### src/hw/rtl/cclw_ram.sv
module cclw_ram #(
    parameter int WIDTH = 8,
    parameter int DEPTH = 16
) (
    input  logic                     clk,
    input  logic                     we,
    input  logic [$clog2(DEPTH)-1:0] waddr,
    input  logic [WIDTH-1:0]         wdata,
    input  logic [$clog2(DEPTH)-1:0] raddr,
    output logic [WIDTH-1:0]         rdata
);

    logic [WIDTH-1:0] mem [DEPTH];

    always_ff @(posedge clk)
    begin
        if (we)
        begin
            mem[waddr] <= wdata;
        end
        rdata <= mem[raddr];
    end

endmodule
### config.mk
export PLATFORM = sky130hd
export DESIGN_NAME = cclw_ram
export DESIGN_NICKNAME = d
export VERILOG_FILES = /design/src/hw/rtl/cclw_ram.sv
export SDC_FILE = /design/constraint.sdc
export NUM_CORES = 1
export LEC_CHECK = 0
export BUFFER_PORTS_ARGS = -buffer_cell sky130_fd_sc_hd__buf_4
export CAP_MARGIN = 20
export CORE_UTILIZATION = 46
export CTS_CLUSTER_SIZE = 14
export DETAILED_ROUTE_END_ITERATION = 16
export PLACE_DENSITY = 0.62
export SLEW_MARGIN = 20
export SYNTH_ARGS = -nofsm -noshare
export SYNTH_HDL_FRONTEND = slang
export SYNTH_SLANG_ARGS = --single-unit
### constraint.sdc
create_clock -name clk -period 2 [get_ports clk]
set_clock_uncertainty 0.05 [all_clocks]
set_input_delay 0.4 -clock clk [delete_from_list [all_inputs] [get_ports clk]]
set_output_delay 0.4 -clock clk [all_outputs]
set_load 0.1 [all_outputs]
Word level (Yosys, flattened, before mapping)
Memories as Yosys holds them, arrays and structs flattened. A register that Yosys moved wholly into a read port is not among the register bits.
Cells that the tools add are included.
{"block": "totals", "output_inout_bits": 8, "latch_bits": 0, "word_cells": 3, "register_bits": 0, "n_memories": 1, "in_bits": 18, "mem_bits_ro": 0, "ramBits": 128}
{"block": "op_classes", "magnitude_cmp": 0, "n_addsub": 0, "reduce_logical": 0, "mux": 2, "shifts": 0, "n_bitwise": 0, "div": 0, "n_eq_ne": 0, "multipliers": 0}
{"memory": "mem", "words": 16, "word_bits": 8, "read_ports": 1, "rd_clocked_by_memory_dff": 1, "write_ports": 1, "line": "13", "source": "logic [WIDTH-1:0] mem [DEPTH];"}
{"cell": "two-way mux 1 bit", "n": 2}

Logic depth before layout (Yosys ltp)
Gate-level depths: netlist of the first run.
{"block": "depth", "ltp_word": 2, "mapped_depth": 5, "ltp_nobuf": 3}

Least setup slack after synthesis of the first run
No wires, ideal clock.
{"block": "synth_path", "path_kind": "input -> register", "start": "in waddr[2]", "end": "mem mem[0][0], enable pin", "path_slack_ns": 0.057, "setup_ns": 0.383, "arrival_time_ns": 1.510, "n_path_buf": 0, "cell_stages": 2, "t_required_ns": 1.567, "cell_sequence": "or3b_2 nor3_1"}
{"element": "from (decl)", "line": "7", "source": "input logic [$clog2(DEPTH)-1:0] waddr,"}
{"element": "to (decl)", "line": "13"}
Straight into the memory's write port.

Final worst setup path of the first run
{"block": "layout_path", "start": "reg rdata[7], read port of mem", "end": "out rdata[7]"}
{"element": "from (decl)", "line": "10", "source": "output logic [WIDTH-1:0] rdata"}
No word-level cell between the ends.

==> reports/summary.md, run 1 <==
The flow ran to the end, and the final reports show no timing, DRC or antenna violations. The wire length of the first global-routing pass was 14900 um. Summing internal, switching and leakage power gives 6.98 mW.

The final hold violation count is 0, and the antenna diode count is 0. The signal on the critical path passes through buf_4. For the last weighted congestion value of the routability-driven placer, the log shows 0.747. The sum of buffers and inverters on the critical path was 1.

At the pin with the least slew margin, the transition time is 0.407 ns. The slowest library cell on the worst path is sky130_fd_sc_hd__dfxtp_1. Across the run, the number of max-cap violations was 0.

Yosys mapped a number of flops with a built-in enable equal to 128. Counting every net in the synthesized netlist gives 247. Once detail routing completed, the nets flagged for antenna violations numbered 0.

Family of cells with the greatest summed delay on the critical path: flip-flops. Post-CTS repair changed the size of 0 cells. In this run, CTS created clock tree buffers numbering 17. In this run the static leakage power is 2.17 nW. The proportion of netlist area held by the largest area contributor was 74.7%; the final non-filler cell total was 441.

The placed wire-length estimate is 6390 um. The run gives 47.3% as the effective utilization at floorplan. The clock reaches the later pin of the worst-skew pair after 0.51 ns.

After detailed routing, the number of remaining DRC violations is 0. For the initial antenna violation count, the log shows 0. The kind of path behind the tightest hold check is input port to flop. On the final layout, the worst hold slack is 0.159 ns.

The maximum number of pins on one net before global-route repair is 26, and the synthesized area divided by synthesized cell count is 22.5 sq um. The die height works out to 108 um. The time the worst path needs with I/O delays and setup is 1.64 ns. The Yosys step of the flow raised 0 warnings. Counting instances in the post-synthesis netlist gives the leading cell types as sky130_fd_sc_hd__edfxtp_1 (128), sky130_fd_sc_hd__mux4_2 (18), sky130_fd_sc_hd__a22oi_1 (16).

The post-detailed-placement cell area is 0.00565 sq mm, and the number of setup violations in the final report is 0. By area the synthesized netlist is led by sky130_fd_sc_hd__edfxtp_1 (75%), sky130_fd_sc_hd__mux4_2 (7.9%), sky130_fd_sc_hd__mux4_1 (7.1%). The total count of max-transition violations in the final report was 0. Largest area contributor in the synthesized netlist: sky130_fd_sc_hd__edfxtp_1.

The logs give 19 for the number of unique standard cell types used by synthesis and 229 for the cell count after synthesis. After the first detailed-routing iteration, the DRC count stood at 178. In the routed layout, each cell is associated on average with a via count of 5.54.

The area growth from synthesis to layout is 22.1%. Wires add up to 9810 um. CTS saw 136 sinks.

On the worst path, the slowest cell contributes a delay of 0.37 ns. Synthesis inferred 136 register bits. The share of the Yosys chip area taken by registers is 77.8%.

The clock passes through at most 2 buffers. The number of H-tree levels is 4. TritonCTS built the clock tree. At the end of the flow, the number of nets in the layout was 306.

The final route contains 2441 vias. The netlist area before placement was 0.00515 sq mm. The finished layout cell area came out at 0.00629 sq mm. Setup repair after global routing left no endpoint under its margin.

Placeable core region: 0.0109 sq mm. STA classifies the critical path startpoint as a flop. The largest driver fanout on the critical path was 1. Total global-route track usage: 18.8%. The total overflow left after global routing is 0. The category of the critical setup timing path is flop to output pin. The data required time of the critical path is 1.55 ns. The first-pass detailed-route iteration total is 4, and the fill cell instance count of the final layout is 801. VDD sags by at most 451 uV.

The placed cell count came out at 409. For the number of primary I/O pins, the log shows 26. The tree is rooted in a sky130_fd_sc_hd__clkbuf_8.

The post-detailed-route wirelength per cell was 22.3 um; the critical path arrival was 1.19 ns. Row generation in the floorplan step produced 38 rows. Measured against its own limit, the worst slew margin works out to 72.9%. Power spread over the standard cell area amounts to 1110 mW/mm^2. Share of flip-flops with an asynchronous set or reset: 0%. The hold-fix buffer count after cts was 0; the final critical-path share of the clock period was 82.1%.

The die is 108 um wide. Full die area: 0.0116 sq mm. Derived from the worst setup path, the maximum achievable clock frequency is 609 MHz.

Predominant post-synthesis flop cell: sky130_fd_sc_hd__edfxtp_1. The accumulated negative setup slack was 0 ns. Clock-pin slew was measured on the worst setup and hold paths at 0.06 ns. The tools report the type of element capturing the critical path as an output pin. Buffers added to address setup during post-CTS repair amount to 0. For the via count of the first global-routing pass, the log shows 2492. Layout cell share with drive strength beyond 1: 32.9%.

By instance count, the leading cell after synthesis is sky130_fd_sc_hd__edfxtp_1. Input and output buffers added on the ports amount to 25.
kinds of logic after synthesis:
family                 Yosys count  share of synthesized area [%]
multiplexers                    32                           15.0
buffers and inverters           10                           1.68
flip-flops                     136                           77.8
AO/OA/AOI/OAI                   16                           2.33
AND/OR/NAND/NOR                 35                           3.18
cells in the final DEF (no fill, tap or decap), drive strengths merged, types with 2 or more instances in the layout:
cell    Yosys  final
edfxtp    128    128
buf         7     50
mux4       32     32
clkbuf      0     17
a22oi      16     16
nor2       13     13
nand2       9      9
dfxtp       8      8
bufinv      0      5
clkinv      0      5
nor3        4      4
inv         0      4
nand3b      2      2
nand2b      2      2
routing by layer:
layer	vias up	share of wire (%)	global-route usage [%]
met2	68	48	28.8
met5	-	0	0
met1	1267	45	25.9
met3	13	5.5	5.81
li1	1093	-	-
met4	0	1.2	6.07
where the power goes:
part           leakage [nW]  internal, mW  total (mW)  switching (mW)
clock                 0.309          2.16        3.31            1.15
sequential             1.22          3.19        3.21          0.0210
combinational         0.637         0.156       0.459           0.303
cell type report:
type	instances	area [sq um]	area share, %
Multi-Input combinational cell	83	1060	16.8
Tap cell	140	175	2.79
Timing Repair Buffer	50	413	6.57
Clock inverter	15	223	3.54
Clock buffer	17	414	6.59
Sequential cell	136	4000	63.7
worst paths after layout:
| kind | to | from | slack (ns) | cells past startpoint |
|---|---|---|---|---|
| setup / recovery | rdata[7] | rdata[7] | 0.36 | 1 |
| hold / removal | mem[4][5] | wdata[5] | 0.16 | 1 |
| setup reg to reg | rdata[4] | mem[9][4] | 0.59 | 3 |
| hold reg to reg | rdata[2] | mem[14][2] | 0.63 | 3 |
sequential cells by signal, summed over array words and instances (netlist names):
signal	count
mem	128
rdata	8
through the flow:
| stage | setup WS (ns) | utilization, % |
|---|---|---|
| floorplan | 0.0571 | - |
| global placement | 0.119 | 51.9 |
| detailed placement | 0.131 | 51.9 |
| CTS | 0.321 | 57.7 |
| global route | 0.301 | 57.7 |
| finish | 0.358 | 57.7 |
(Power assumes the default switching activity.)
==> run 2, diff against run 1 <==
- ABC_AREA: default -> 1
- PLACE_DENSITY: 0.62 -> 0.59
- clock period: 2 -> 1.7 ns (I/O delays scaled with it)
==> reports/summary.md, run 2 <==
The first global-routing pass estimated 20700 um of wire. The run gives 2 as the buffer depth of the longest clock path. The type of element capturing the critical path is an output pin. Dividing the final minimum period by the clock period gives 87.2%. At the end of routability-driven placement, the weighted congestion stood at 0.811. The floorplan step defined a die boundary enclosing 0.0130 sq mm.

For the finished layout, the period the worst path requires is 1.48 ns. In this run the power density over the cells is 1170 mW/mm^2. The leakage component of the power was 2.97 nW; the TritonCTS sink count was 136.

Of all flip-flops after synthesis, the portion carrying an async set or reset was 0%. The slack of the worst reg-to-reg path is 0.64 ns. The most critical setup path has its startpoint at rdata[1]. After routing, the total negative slack on setup checks comes to 0 ns.

The initial antenna violation count is 0. Among all cell types in the netlist, the one instantiated most often is sky130_fd_sc_hd__nand2_1. The library cells used most frequently in the layout, excluding fill and tap cells, are sky130_fd_sc_hd__nand2_1 (173), sky130_fd_sc_hd__edfxtp_1 (128), sky130_fd_sc_hd__inv_1 (100). Highest cell delay on the worst timing path: 0.37 ns. Across every metal layer, demand over resource in global routing totals 22.5%. The count of flip-flops with a built-in enable after synthesis came out at 128. The initialized floorplan defines 40 standard-cell rows.

The run gives 64.1% as the worst slew margin relative to its limit. The logs give 36 for the maximum number of pins on one net before global-route repair and 257 for the number of DRC markers in iteration 0. Family of cells with the greatest summed delay on the critical path: flip-flops. Detailed placement ended at an HPWL of 7990 um. Hold is met by 0.190 ns.

The run gives 1071 as the fill cell instance count of the final layout. CTS built an H-tree with a depth of 4. In the final layout, flip-flops and latches occupy 0.00400 sq mm. The register with the most flip-flops in the final layout is mem. The xor-xnor portion of the synthesized cell area works out to 0%. The die is 114 um tall. The predominant post-synthesis flop cell is sky130_fd_sc_hd__edfxtp_1.

Counting flops and latches in the post-synthesis netlist gives 136. The largest registers in the layout are mem (128), rdata (8). The tools report the nature of the critical path startpoint as a flop. The library cell used most frequently in the layout, excluding fill and tap cells, is sky130_fd_sc_hd__nand2_1. For the DRC violations left, the log shows 0.

After Yosys synthesis, and, or, nand and nor cells account for 21.0% of the synthesized area. In this run, post-CTS hold repair placed 0 buffers. The worst register-to-register path begins at mem[3][7]. The utilization after layout was 56.3%. Total count of max-transition violations in the final report: 0.

The cell count after synthesis was 551; the placed cell count was 746. In this run the critical register-to-register path is captured at rdata[7]. By count the netlist is led by sky130_fd_sc_hd__nand2_1 (173), sky130_fd_sc_hd__edfxtp_1 (128), sky130_fd_sc_hd__inv_1 (100). The sum of buffers and inverters on the critical path was 1; the via count of the first global-routing pass was 3580.

TritonCTS built the clock tree. Of the total synthesized cell area, the portion taken by full adders, half adders and majority gates is 0%. For the pin with the worst max-slew slack, the measured transition is 0.537 ns.

The register with the most flip-flops in the layout has 128 of them. In this run the standard cell core region covers 0.0121 sq mm. Summing all multi-input logic gate instances after layout gives 0.00121 sq mm. The tools report the sequential area share after synthesis as 69.4%. Of all cell types, the one taking the most synthesized area is sky130_fd_sc_hd__edfxtp_1. After clock tree synthesis, the setup repair step added 0 buffers.

The clock transition at the registers of the reported paths is 0.05 ns, and the largest driver fanout on the critical path is 1. The repair_antennas step left the layout with diodes totalling 0. The number of unique standard cell types used by synthesis was 12. The final non-filler cell total was 778.

By area the synthesized netlist is led by sky130_fd_sc_hd__edfxtp_1 (67%), sky130_fd_sc_hd__nand2_1 (11%), sky130_fd_sc_hd__nand3_1 (8.4%). For the worst setup path, the data required time is 1.31 ns. The post-detailed-route wirelength per cell is 16.7 um, and the post-synthesis net count is 569. CTS placed an instance of sky130_fd_sc_hd__clkbuf_16 at the clock tree root.

Counting the buffers created by CTS gives 17. A synthesized cell averages 10.5 sq um. The port buffer count was 25; the x dimension of the die was 114 um. Traced cell by cell, the critical path runs through buf_4.

The final global-route overflow total is 0, and the share of synthesized area spent on multiplexers is 0%. The tools report the total chip power as 7.97 mW. Number of gates resized after CTS: 0. The critical path in this run is classified as flop to output pin. The number of setup violations in the final report was 0; the netlist area before placement was 0.00577 sq mm. Effective utilization at floorplan: 47.6%.

Across the VDD grid, the largest voltage drop is 906 uV. The worst hold path belongs to the class input port to flop. The post-synthesis to final-layout area growth came out at 18.2%.

Worst setup path endpoint: rdata[1]. Max-cap violations in this run came to 0. For the first-pass detailed-route iteration total, the log shows 4. The run finished with clean final reports. The critical path arrival is 1.09 ns, and the compound-gate portion of the synthesized area is 0%.

The final hold violation count is 0, and the number of logic stages on the critical path including buffering is 1. For this block, the routed nets add up to 13000 um of wire. The net count reported at finish is 615. Dominant combinational cell family by area after synthesis: simple AND/OR/NAND/NOR gates. In the final layout, the share of cells above drive strength 1 is 13.0%. The mean number of vias per cell works out to 4.84.

The tools report the count of antenna-violating nets left after detailed routing as 0. The number of primary I/O pins was 26; the worst-case reg-to-reg path depth was 6. Slowest library cell on the worst path: sky130_fd_sc_hd__dfxtp_1.

Setup repair after global routing left no endpoint under its margin. The proportion of netlist area held by the largest area contributor was 66.7%; the number of vias in the routed layout was 3764. At the later pin of the worst-skew pair, clock insertion delay measures 0.42 ns. The fmax is 675 MHz.

Yosys synthesis warning count: 0.
## run 2: how the worst min path moves through the flow
stage	slack (ns)	depth (start not counted)	end	start
global placement	0.60	6	rdata[6]	mem[10][6]
CTS	0.17	3	rdata[1]	raddr[3]
global route	0.20	3	rdata[6]	raddr[3]
floorplan	0.39	0	mem[0][0]	wdata[0]
detailed placement	0.60	6	rdata[6]	mem[10][6]
finish	0.19	3	rdata[1]	raddr[3]
## run 2: report_power, final
group / total, mW / leakage (nW) / switching (mW) / internal (mW)
logic: 0.653 / 1.47 / 0.478 / 0.175
registers: 3.77 / 1.22 / 0.0244 / 3.75
clock network: 3.54 / 0.279 / 1.27 / 2.28
## run 2: per-layer routing
layer  global-route usage [%]  wire (um)
met1                     33.7       6220
met2                     30.7       5590
met3                     5.26        860
met4                     10.4        319
met5                        0          0
## run 2: logic make-up after synthesis
logic type,after synthesis
DFF,136
buffers and inverters,126
and+or+nand+nor,289
## run 2: metrics by stage
stage	setup WS [ns]	instance area, sq um
floorplan	0.359	5770
global placement	0.180	6240
detailed placement	0.140	6240
CTS	0.202	6810
global route	0.207	6810
finish	0.218	6810
## run 2: final cells by class
cell class	count	area share, %
sequential	136	58.8
multi-input combinational	289	17.8
clock buffer	21	6.46
timing repair buffer	51	6.35
inverter	102	5.62
tap	168	3.08
clock inverter	11	1.91
